**src/rtl/lsc_pkg.sv**
```systemverilog
// types, codes and constants of the locking script classifier
`default_nettype none

package lsc_pkg;

  localparam int MAX_PUSH_BYTES_DEFAULT = 10000;

  localparam int BYTE_W  = 8;
  localparam int POS_W   = 6;
  localparam int PUSH_W  = 16;
  localparam int CFG_IDX_W = 3;
  localparam int KIND_W  = 2;

  // register indexes of the configuration port
  localparam logic [CFG_IDX_W-1:0] REG_RETURN      = 3'd0;
  localparam logic [CFG_IDX_W-1:0] REG_DUP         = 3'd1;
  localparam logic [CFG_IDX_W-1:0] REG_HASH        = 3'd2;
  localparam logic [CFG_IDX_W-1:0] REG_EQUALVERIFY = 3'd3;
  localparam logic [CFG_IDX_W-1:0] REG_CHECKSIG    = 3'd4;
  localparam logic [CFG_IDX_W-1:0] REG_PUSH_ONE    = 3'd5;
  localparam logic [CFG_IDX_W-1:0] REG_PUSH_TWO    = 3'd6;
  localparam logic [CFG_IDX_W-1:0] REG_PUSH_FOUR   = 3'd7;

  // script kinds
  localparam logic [KIND_W-1:0] KIND_NONSTANDARD = 2'd0;
  localparam logic [KIND_W-1:0] KIND_PAY_TO_HASH = 2'd1;
  localparam logic [KIND_W-1:0] KIND_NULL_DATA   = 2'd2;

  // fixed opcodes
  localparam logic [BYTE_W-1:0] OP_ZERO         = 8'h00;
  localparam logic [BYTE_W-1:0] DIRECT_PUSH_MIN = 8'h01;
  localparam logic [BYTE_W-1:0] DIRECT_PUSH_MAX = 8'h4b;
  localparam logic [BYTE_W-1:0] HASH_PUSH       = 8'h20;

  // template positions
  localparam logic [POS_W-1:0] POS_DUP        = 6'd0;
  localparam logic [POS_W-1:0] POS_HASH_OP    = 6'd1;
  localparam logic [POS_W-1:0] POS_HASH_PUSH  = 6'd2;
  localparam logic [POS_W-1:0] POS_HASH_FIRST = 6'd3;
  localparam logic [POS_W-1:0] POS_HASH_LAST  = 6'd34;
  localparam logic [POS_W-1:0] POS_EQUALVERIFY = 6'd35;
  localparam logic [POS_W-1:0] POS_CHECKSIG   = 6'd36;
  localparam logic [POS_W-1:0] TEMPLATE_LEN   = 6'd37;
  localparam logic [POS_W-1:0] POS_SATURATE   = 6'd38;

  // length byte counts of the pushdata opcodes
  localparam logic [2:0] LEN_ONE  = 3'd1;
  localparam logic [2:0] LEN_TWO  = 3'd2;
  localparam logic [2:0] LEN_FOUR = 3'd4;

  typedef enum logic [1:0] {
    PH_OPCODE,
    PH_LENGTH,
    PH_PAYLOAD
  } phase_t;

  typedef struct packed {
    logic [BYTE_W-1:0] return_code;
    logic [BYTE_W-1:0] dup_code;
    logic [BYTE_W-1:0] hash_code;
    logic [BYTE_W-1:0] equalverify_code;
    logic [BYTE_W-1:0] checksig_code;
    logic [BYTE_W-1:0] push_one_code;
    logic [BYTE_W-1:0] push_two_code;
    logic [BYTE_W-1:0] push_four_code;
  } cfg_t;

  localparam cfg_t CFG_RESET = '{
    return_code:      8'd106,
    dup_code:         8'd118,
    hash_code:        8'd168,
    equalverify_code: 8'd136,
    checksig_code:    8'd172,
    push_one_code:    8'd76,
    push_two_code:    8'd77,
    push_four_code:   8'd78
  };

  typedef struct packed {
    logic [POS_W-1:0]  byte_position;
    logic              template_ok;
    logic              carrier_ok;
    phase_t            parse_phase;
    logic [2:0]        length_bytes_left;
    logic [1:0]        length_shift;
    logic [PUSH_W-1:0] push_remaining;
    logic              length_high;     // upper two length bytes not all zero
  } state_t;

  localparam state_t STATE_RESET = '{
    byte_position:     '0,
    template_ok:       1'b1,
    carrier_ok:        1'b1,
    parse_phase:       PH_OPCODE,
    length_bytes_left: '0,
    length_shift:      '0,
    push_remaining:    '0,
    length_high:       1'b0
  };

  typedef struct packed {
    state_t            next;
    logic              has_result;
    logic              data_valid;
    logic [BYTE_W-1:0] data_byte;
    logic              verdict_valid;
    logic [KIND_W-1:0] script_kind;
  } step_t;

endpackage

`default_nettype wire

```
**src/rtl/lsc_step.sv**
```systemverilog
// per-byte update of the template matcher and the push parser
`default_nettype none

module lsc_step #(
  parameter int MAX_PUSH_BYTES = lsc_pkg::MAX_PUSH_BYTES_DEFAULT
) (
  input  lsc_pkg::state_t                 cur,
  input  lsc_pkg::cfg_t                   cfg,
  input  logic [lsc_pkg::BYTE_W-1:0]      b,
  input  logic                            present,
  input  logic                            last,
  output lsc_pkg::step_t                  res
);

  localparam logic [lsc_pkg::PUSH_W-1:0] MAX_PUSH = lsc_pkg::PUSH_W'(MAX_PUSH_BYTES);

  lsc_pkg::state_t              nxt;
  logic [lsc_pkg::POS_W-1:0]    pos;
  logic                         tmpl_data;
  logic                         carr_data;
  logic [lsc_pkg::PUSH_W-1:0]   acc_low;
  logic                         acc_high;
  logic [2:0]                   left_next;
  logic                         four;

  assign pos = cur.byte_position;

  always_comb begin
    nxt       = cur;
    tmpl_data = 1'b0;
    carr_data = 1'b0;
    acc_low   = cur.push_remaining;
    acc_high  = cur.length_high;
    left_next = cur.length_bytes_left - 3'd1;
    four      = (cur.length_shift == 2'd3);

    if (present) begin
      // template matcher
      if (cur.template_ok) begin
        if (pos >= lsc_pkg::POS_HASH_FIRST && pos <= lsc_pkg::POS_HASH_LAST) begin
          tmpl_data = 1'b1;
        end else if ((pos == lsc_pkg::POS_DUP && b != cfg.dup_code) ||
                     (pos == lsc_pkg::POS_HASH_OP && b != cfg.hash_code) ||
                     (pos == lsc_pkg::POS_HASH_PUSH && b != lsc_pkg::HASH_PUSH) ||
                     (pos == lsc_pkg::POS_EQUALVERIFY && b != cfg.equalverify_code) ||
                     (pos == lsc_pkg::POS_CHECKSIG && b != cfg.checksig_code) ||
                     pos >= lsc_pkg::TEMPLATE_LEN) begin
          nxt.template_ok = 1'b0;
        end
      end

      // push parser
      if (pos == lsc_pkg::POS_DUP) begin
        nxt.carrier_ok = (b == cfg.return_code);
      end else if (cur.carrier_ok) begin
        case (cur.parse_phase)
          lsc_pkg::PH_PAYLOAD: begin
            carr_data          = 1'b1;
            nxt.push_remaining = cur.push_remaining - lsc_pkg::PUSH_W'(1);
            if (cur.push_remaining == lsc_pkg::PUSH_W'(1)) begin
              nxt.parse_phase = lsc_pkg::PH_OPCODE;
            end
          end
          lsc_pkg::PH_LENGTH: begin
            case (cur.length_shift)
              2'd0:    acc_low[7:0]  = cur.push_remaining[7:0] | b;
              2'd1:    acc_low[15:8] = cur.push_remaining[15:8] | b;
              default: acc_high      = cur.length_high | (b != 8'd0);
            endcase
            nxt.push_remaining    = acc_low;
            nxt.length_high       = acc_high;
            nxt.length_shift      = cur.length_shift + 2'd1;
            nxt.length_bytes_left = left_next;
            if (left_next == 3'd0) begin
              if (four && (acc_high || acc_low > MAX_PUSH)) begin
                nxt.carrier_ok = 1'b0;
              end else if (acc_low == '0 && !acc_high) begin
                nxt.parse_phase = lsc_pkg::PH_OPCODE;
              end else begin
                nxt.parse_phase = lsc_pkg::PH_PAYLOAD;
              end
            end
          end
          lsc_pkg::PH_OPCODE: begin
            if (b >= lsc_pkg::DIRECT_PUSH_MIN && b <= lsc_pkg::DIRECT_PUSH_MAX) begin
              nxt.push_remaining = lsc_pkg::PUSH_W'(b);
              nxt.length_high    = 1'b0;
              nxt.parse_phase    = lsc_pkg::PH_PAYLOAD;
            end else if (b == cfg.push_one_code || b == cfg.push_two_code ||
                         b == cfg.push_four_code) begin
              nxt.length_bytes_left = (b == cfg.push_one_code) ? lsc_pkg::LEN_ONE :
                                      (b == cfg.push_two_code) ? lsc_pkg::LEN_TWO :
                                                                 lsc_pkg::LEN_FOUR;
              nxt.length_shift   = 2'd0;
              nxt.push_remaining = '0;
              nxt.length_high    = 1'b0;
              nxt.parse_phase    = lsc_pkg::PH_LENGTH;
            end else if (b != lsc_pkg::OP_ZERO) begin
              nxt.carrier_ok = 1'b0;
            end
          end
          default: begin
            nxt.parse_phase = cur.parse_phase;
          end
        endcase
      end

      if (pos < lsc_pkg::POS_SATURATE) begin
        nxt.byte_position = pos + 6'd1;
      end
    end

    res.data_valid    = tmpl_data | carr_data;
    res.data_byte     = (tmpl_data | carr_data) ? b : '0;
    res.verdict_valid = last;
    res.has_result    = tmpl_data | carr_data | last;
    res.script_kind   = lsc_pkg::KIND_NONSTANDARD;

    if (last) begin
      if (nxt.template_ok && nxt.byte_position == lsc_pkg::TEMPLATE_LEN) begin
        res.script_kind = lsc_pkg::KIND_PAY_TO_HASH;
      end else if (nxt.carrier_ok && nxt.byte_position != '0 &&
                   nxt.parse_phase == lsc_pkg::PH_OPCODE) begin
        res.script_kind = lsc_pkg::KIND_NULL_DATA;
      end
      nxt = lsc_pkg::STATE_RESET;
    end

    res.next = nxt;
  end

endmodule

`default_nettype wire

```
**src/rtl/locking_script_classifier.sv**
```systemverilog
// top level of the locking script classifier
//
// input channel: one script byte per beat (in_valid / in_stall), with
//   byte_present low for a beat that carries no byte and end_of_script high
//   on the beat that closes the script
// output channel: one beat per input beat that yields a hash or payload byte
//   or closes the script (out_valid / out_stall); other input beats give none
// data_valid marks a tentative data byte; verdict_valid marks the closing
//   beat, which carries script_kind; the consumer drops the data of a script
//   whose verdict is nonstandard
// path: the input register takes the beat, and the result register then
//   loads its result once free (input register, then result register)
// throughput: one byte per cycle unless out_stall holds a result; the only
//   loop is the parser state update between the input and result registers
// stall: while out_stall holds a result, the input register keeps its beat
//   and in_stall rises once that register is full; nothing is lost
// reset: rst clears the pipeline valids, the parser state and the opcode
//   registers to their defaults; configuration writes go through cfg_write
//   and must be made by the user while the block is idle (not enforced)
`default_nettype none

module locking_script_classifier #(
  parameter int MAX_PUSH_BYTES = lsc_pkg::MAX_PUSH_BYTES_DEFAULT
) (
  input  logic                               clk,
  input  logic                               rst,
  // configuration
  input  logic                               cfg_write,
  input  logic [lsc_pkg::CFG_IDX_W-1:0]      cfg_index,
  input  logic [lsc_pkg::BYTE_W-1:0]         cfg_data,
  // script bytes
  input  logic                               in_valid,
  output logic                               in_stall,
  input  logic [lsc_pkg::BYTE_W-1:0]         script_byte,
  input  logic                               byte_present,
  input  logic                               end_of_script,
  // results
  output logic                               out_valid,
  input  logic                               out_stall,
  output logic                               data_valid,
  output logic [lsc_pkg::BYTE_W-1:0]         data_byte,
  output logic                               verdict_valid,
  output logic [lsc_pkg::KIND_W-1:0]         script_kind
);

  lsc_pkg::cfg_t                cfg;
  lsc_pkg::state_t              state;
  lsc_pkg::step_t               step;

  // input register
  logic                         in_full;
  logic [lsc_pkg::BYTE_W-1:0]   in_byte;
  logic                         in_present;
  logic                         in_last;

  logic                         out_free;

  // result register can take a new value when empty or being drained
  assign out_free = !out_valid || !out_stall;
  assign in_stall = in_full && !out_free;

  lsc_step #(
    .MAX_PUSH_BYTES (MAX_PUSH_BYTES)
  ) u_step (
    .cur     (state),
    .cfg     (cfg),
    .b       (in_byte),
    .present (in_present),
    .last    (in_last),
    .res     (step)
  );

  // control: valids, parser state and opcode registers
  always_ff @(posedge clk) begin
    if (rst) begin
      in_full   <= 1'b0;
      out_valid <= 1'b0;
      state     <= lsc_pkg::STATE_RESET;
      cfg       <= lsc_pkg::CFG_RESET;
    end else begin
      if (cfg_write) begin
        unique case (cfg_index)
          lsc_pkg::REG_RETURN:      cfg.return_code      <= cfg_data;
          lsc_pkg::REG_DUP:         cfg.dup_code         <= cfg_data;
          lsc_pkg::REG_HASH:        cfg.hash_code        <= cfg_data;
          lsc_pkg::REG_EQUALVERIFY: cfg.equalverify_code <= cfg_data;
          lsc_pkg::REG_CHECKSIG:    cfg.checksig_code    <= cfg_data;
          lsc_pkg::REG_PUSH_ONE:    cfg.push_one_code    <= cfg_data;
          lsc_pkg::REG_PUSH_TWO:    cfg.push_two_code    <= cfg_data;
          lsc_pkg::REG_PUSH_FOUR:   cfg.push_four_code   <= cfg_data;
          default:                  cfg                  <= cfg;
        endcase
      end
      // input register refills whenever its beat moves on or it is empty
      if (!in_stall) begin
        in_full <= in_valid;
      end
      // the held beat is processed in the cycle it moves to the result side
      if (out_free) begin
        out_valid <= in_full && step.has_result;
        if (in_full) begin
          state <= step.next;
        end
      end
    end
  end

  // payload registers
  always_ff @(posedge clk) begin
    if (!in_stall && in_valid) begin
      in_byte    <= script_byte;
      in_present <= byte_present;
      in_last    <= end_of_script;
    end
    if (out_free && in_full) begin
      data_valid    <= step.data_valid;
      data_byte     <= step.data_byte;
      verdict_valid <= step.verdict_valid;
      script_kind   <= step.script_kind;
    end
  end

endmodule

`default_nettype wire

```
**config.mk**
```make
export PLATFORM = sky130hd
export DESIGN_NAME = locking_script_classifier
export DESIGN_NICKNAME = d
export VERILOG_FILES = /design/src/rtl/lsc_pkg.sv /design/src/rtl/lsc_step.sv /design/src/rtl/locking_script_classifier.sv
export SDC_FILE = /design/constraint.sdc
export NUM_CORES = 1
export LEC_CHECK = 0
export BUFFER_PORTS_ARGS = -buffer_cell sky130_fd_sc_hd__buf_4
export CORE_ASPECT_RATIO = 2
export CORE_MARGIN = 10
export CORE_UTILIZATION = 45
export DETAILED_ROUTE_END_ITERATION = 10
export GPL_TIMING_DRIVEN = 0
export PLACE_DENSITY = 0.67
export SETUP_SLACK_MARGIN = 0.02
export SKIP_LAST_GASP = 1
export SLEW_MARGIN = 5
export SYNTH_ARGS = -nofsm -noshare
export SYNTH_HDL_FRONTEND = slang
export SYNTH_HIERARCHICAL = 1
export SYNTH_SLANG_ARGS = --single-unit
```
**constraint.sdc**
```tcl
create_clock -name clk -period 5.6 [get_ports clk]
set_input_delay 0.56 -clock clk [delete_from_list [all_inputs] [get_ports clk]]
set_output_delay 0.56 -clock clk [all_outputs]
set_load 0.1 [all_outputs]
```
==> impl_metrics.tcl, run 1 <==
set metrics [dict create \
    status "finished, final reports clean" \
    dieArea_sq_um 22530 \
    post_cts_resized 0 \
    clk_latency_ps 430 \
    crit_required_ps 5960 \
    wl_per_cell_microns 20.22 \
    core_sq_um 16350 \
    setup_viol 0 \
    pin_count 40 \
    multi_input_area_sq_um 4434 \
    dp_hpwl_microns 16860 \
    crit_slowest_cell "a21oi_1" \
    fillCellCount 1576 \
    cts_buffer_depth 2 \
    end_kind "register" \
    grt_pass1_vias 6428 \
    slowest_delay_ps 880 \
    leakage_uw 0.003473 \
    synth_area_sq_um 7495 \
    rows 66 \
    post_cts_buffers 0 \
    synth_edf_count 22 \
    power_density_nw_per_um2 265.1 \
    setup_tns_ps 0 \
    grt_max_degree 22 \
    power.total_uw 2295 \
    whs_ps 307.8 \
    portBuffers 38 \
    synth_top_family_by_area "simple AND/OR/NAND/NOR gates" \
    synth_top_cell_by_area "dfxtp_1" \
    cts_num_sinks 120 \
    fmax_ghz 0.2887 \
    ys_top_cells_by_area "dfxtp_1, mux2i_1, nand2b_1" \
    wl_microns 22750 \
    gp_congestion 0.9554 \
    cts-root-buf "clkbuf_16" \
    grt_usage_pct 19.75 \
    period_share_pct 61.86 \
    syn_inst 851 \
    route.detailed.drc 0 \
    antenna_cells 0 \
    arrival_ps 3830 \
    dr.pass1.iters 6 \
    overflow 0 \
    synth_cell_types 70 \
    synth_compound_area_share_pct 11.65 \
    nets 945 \
    synth_top_area_share_pct 26.18 \
    synthSimpleGateAreaFrac_pct 24.52 \
    crit_path_max_fanout 10 \
    synth_ff_type "dfxtp_1" \
    ant_nets 0 \
    worst_hold_path_type "in -> reg" \
    path_class "reg -> reg" \
    synthArstFlopShare_pct 0 \
    start_kind "register" \
    vdd_drop_max_uv 242.6 \
    synthMuxAreaShare_pct 12.97 \
    drv_cap 0 \
    slew_headroom_pct 26.14 \
    start_util_pct 45.84 \
    drive_above_1_share_pct 14.12 \
    antenna_found_initial 0 \
    hold_viol 0 \
    clock_skew_ps 6.894 \
    synth_fp_nets 888 \
    first_iter_violations 342 \
    cts.htree.levels 4 \
    cts_tree "done" \
    path_cells "clkbuf_1 > inv_1 > ha_1 > inv_1 > o211ai_2 > a21oi_1 > clkbuf_1 > o21ai_0 > a21oi_1 > nand2b_1 > mux2i_1" \
    cts_buffers 17 \
    grt_pass1_wl_microns 35030 \
    fin_crit_ps 3464 \
    vias 6534 \
    yosysWarningCount 6 \
    die_width_microns 111.3 \
    synth_seq_cells 120 \
    cts_hold_buf 0 \
    area_growth_pct 15.51 \
    ys_seq_area_share_pct 34.99 \
    synth-adder-area-share_pct 1.836 \
    clkTransAtPathRegs_ps 60 \
    rsz0062_at_grt "false" \
    regArea_sq_um 2623 \
    synth.avg_cell_area_sq_um 8.807 \
    synth-xor-area-share_pct 8.180 \
    tightest_slew_ps 1104 \
    die_y_microns 202.5 \
    routed_via_density 5.808 \
    final_max_slew_viol_count 0 \
]
sequential cells by signal, indices dropped and copies added, names as in the netlist:
signal / count
cfg: 64
data_byte: 8
data_valid: 1
in_byte: 8
in_full: 1
in_last: 1
in_present: 1
out_valid: 1
script_kind: 2
state: 32
verdict_valid: 1
metrics by stage:
stage / utilization (%) / cells / setup slack, ps / instance area (sq um)
global route: 52.95 / 1125 / 1893 / 8657
floorplan: - / 851 / 3117 / 7495
detailed placement: 49.14 / 1093 / 2296 / 8035
global placement: 49.14 / 1093 / 2330 / 8035
finish: 52.95 / 1125 / 2136 / 8657
CTS: 52.95 / 1125 / 2297 / 8657
power breakdown:
group	internal [uW]	switching, uW
Sequential	899	11.2
Combinational	91.5	160
Clock	725	408
synth_stat cells (8+ instances only):
cell,number
nand2b_1,108
dfxtp_1,98
mux2i_1,96
nor2_1,96
xor2_1,50
a21oi_1,46
nand2_1,37
buf_2,29
clkbuf_1,26
o21ai_0,26
edfxtp_1,22
xnor2_1,20
nor4_1,18
inv_1,17
nor3_1,13
and2_1,11
ha_1,11
nand3_1,9
nand4_1,8
area by class of cell:
class | instances | share of cell area (%)
well taps | 204 | 2.948
inverters | 18 | 0.7805
clock buffers | 24 | 6.301
clock inverters | 8 | 0.8816
multi-input cells | 644 | 51.22
repair buffers | 38 | 3.295
plain buffers | 69 | 4.278
flip-flops and latches | 120 | 30.29
final timing paths:
check	slack [ps]	cells after the start	startpoint	to
max	2140	11	state[26]	state[10]
max reg2reg	2140	11	state[26]	state[10]
min	310	1	script_byte[1]	in_byte[1]
min reg2reg	470	2	state[11]	state[11]
kinds of logic (layout without fill, tap and decap cells):
family	after synthesis	after routing
DFF	120	120
and+or+nand+nor	334	334
AOI/OAI and AO/OA	132	132
xor gates and xnor gates	70	70
adders and majority gates	11	11
buffers and inverters	87	157
muxes	97	97
worst max-delay path: cells and delay by family (launching register included):
| family | cells | cell delay [ps] |
|---|---|---|
| and+or+nand+nor | 1 | 70 |
| DFF | 1 | 400 |
| AOI/OAI and AO/OA | 4 | 1490 |
| buffers and inverters | 4 | 1080 |
| muxes | 1 | 110 |
| adders and majority gates | 1 | 230 |
per-layer routing:
layer	vias to the layer above	track usage (%)	share of wire (%)
li1	3075	-	-
met3	94	3.986	5.2
met1	3104	18.53	35
met2	261	36.25	53
met5	-	0	0
met4	0	15.31	6.5
placed cells by master (no fill, tap or decap), types with 8 or more instances in the layout:
cell type / n
a21oi_1: 46
nand3_1: 9
mux2i_1: 96
nand4_1: 8
nor2_1: 96
ha_1: 11
o21ai_0: 26
edfxtp_1: 22
nor4_1: 18
nor3_1: 13
clkbuf_16: 20
inv_1: 17
and2_1: 11
dfxtp_1: 98
nand2b_1: 108
xor2_1: 50
nand2_1: 37
buf_4: 44
clkbuf_1: 27
xnor2_1: 20
buf_2: 29
(Power assumes the default switching activity.)
==> run 2: changes to the inputs <==
==> constraint.sdc (replaced) <==
create_clock -name clk -period 3.3 [get_ports clk]
set_input_delay 0.33 -clock clk [delete_from_list [all_inputs] [get_ports clk]]
set_output_delay 0.33 -clock clk [all_outputs]
set_load 0.1 [all_outputs]
==> run 2 against run 1 <==
Clock skew about the same. Die area unchanged. Fmax increased by 15%. Core utilization increased by 0.069 points. Non-clock buffer count unchanged. Cell area increased by 0.13%. Global-route usage unchanged. Register-to-register slack got worse by 1800 ps.
==> impl_metrics.tcl, run 2 (synthesized netlist as in run 1, its figures left out) <==
set metrics [dict create \
    ant_nets 0 \
    arrival_ps 3380 \
    area_growth_pct 15.66 \
    dieArea_sq_um 22530 \
    hold_depth 1 \
    clk_latency_ps 430 \
    power_density_nw_per_um2 449.5 \
    grt_pass1_vias 6428 \
    cts.htree.levels 4 \
    drv_cap 0 \
    clkTransAtPathRegs_ps 60 \
    fmax_ghz 0.3319 \
    dp_hpwl_microns 16860 \
    vdd_drop_max_uv 411.7 \
    crit_required_ps 3670 \
    antenna_found_initial 0 \
    rows 66 \
    cts-root-buf "clkbuf_16" \
    pin_count 40 \
    rsz0062_at_grt "false" \
    hold_start "script_byte[1]" \
    cts_buffer_depth 2 \
    route.detailed.drc 0 \
    hold_viol 0 \
    fin_crit_ps 3013 \
    worst_hold_path_type "in -> reg" \
    dr.pass1.iters 7 \
    cts_tree "done" \
    final_common_cell "nand2b_1" \
    final_max_slew_viol_count 0 \
    whs_ps 74.60 \
    end_kind "register" \
    cts_buffers 17 \
    antenna_cells 0 \
    cts_hold_buf 0 \
    die_width_microns 111.3 \
    leakage_uw 0.003474 \
    grt_max_degree 22 \
    period_share_pct 91.29 \
    tightest_slew_ps 1097 \
    first_iter_violations 364 \
    portBuffers 38 \
    r2r_setup_slack_ps 290 \
    path_class "reg -> reg" \
    layout_common_cells "nand2b_1, dfxtp_1, nor2_1, mux2i_1, xor2_1" \
    slew_headroom_pct 26.61 \
    largestRegisters "cfg: 64 flops, state: 32 flops" \
    drive_above_1_share_pct 14.22 \
    r2r_end "state[10]" \
    start_util_pct 45.84 \
    post_cts_buffers 0 \
    power.total_uw 3897 \
    nets 945 \
    top_register "cfg" \
    die_y_microns 202.5 \
    routed_via_density 5.777 \
    grt_usage_pct 19.75 \
    min_to "in_byte[1]" \
    largest_reg_flops 64 \
    overflow 0 \
    clock_skew_ps 6.862 \
    cts_num_sinks 120 \
    fillCellCount 1575 \
    core_sq_um 16350 \
    vias 6499 \
    gp_congestion 0.9554 \
    wl_microns 22880 \
    status "finished, final reports clean" \
    grt_pass1_wl_microns 35030 \
    start_kind "register" \
    setup_viol 0 \
    crit_path_max_fanout 10 \
    wl_per_cell_microns 20.33 \
    timing.rr.start "state[26]" \
    reg2regPathDepth 11 \
    cp-startpoint "state[26]" \
]
## run 2: cell count changes in the layout (fill, tap and decap cells not counted)
| cell | change |
|---|---|
| a21oi_1 | -1 |
| a21oi_4 | +1 |
## run 2: where the power goes
part,switching [uW],internal [uW],total [uW],leakage (uW)
clock,695,1230,1920,0.000305
combinational,272,155,427,0.00216
sequential,19.0,1530,1540,0.00101
total,985,2910,3900,0.00347
## run 2: per-stage QoR
stage | setup TNS (ps) | area (sq um) | instances | util [%] | setup WS, ps
finish | 0 | 8668 | 1125 | 53.02 | 287.4
global route | 0 | 8668 | 1125 | 53.02 | 31.05
CTS | 0 | 8661 | 1125 | 52.97 | 272.7
detailed placement | -4.153 | 8035 | 1093 | 49.14 | -4.153
global placement | 0 | 8035 | 1093 | 49.14 | 30.35
floorplan | 0 | 7495 | 851 | - | 817.2
## run 2: final cells by class
cell class	instances	area, sq um	share of cell area, %
multi-input combinational	644	4446	51.28
sequential	120	2623	30.25
clock buffer	24	545.5	6.293
buffer	69	370.4	4.273
timing repair buffer	38	285.3	3.291
tap	204	255.2	2.945
clock inverter	8	76.32	0.8805
inverter	18	67.56	0.7794
## run 2: layer usage
layer	up-vias	routed length [microns]	global-route usage [%]
met5	-	0	0
met4	0	1555	15.31
met3	99	1153	3.986
met2	262	12130	36.25
met1	3065	8033	18.53
li1	3073	-	-
## run 2: what timing repair did
action / in CTS / in global routing
setup endpoints to repair: 1 / 3
resized for setup: 1 / 1
pin swaps: 0 / 0
gates cloned: 0 / 0
## run 2: worst max-delay path, stage by stage (launching register included)
cell and delay [ps]:
dfxtp_1 400, clkbuf_1 350, inv_1 120, ha_1 230, inv_1 130, o211ai_2 300
a21oi_4 430, clkbuf_1 450, o21ai_0 190, a21oi_1 160, nand2b_1 70, mux2i_1 110
## run 2: worst max path at each step
stage                      end  slack [ps]
finish               state[10]         290
global route         state[10]          30
CTS                  state[10]         270
detailed placement   state[10]          -4
global placement     state[10]          30
floorplan           in_byte[0]         820
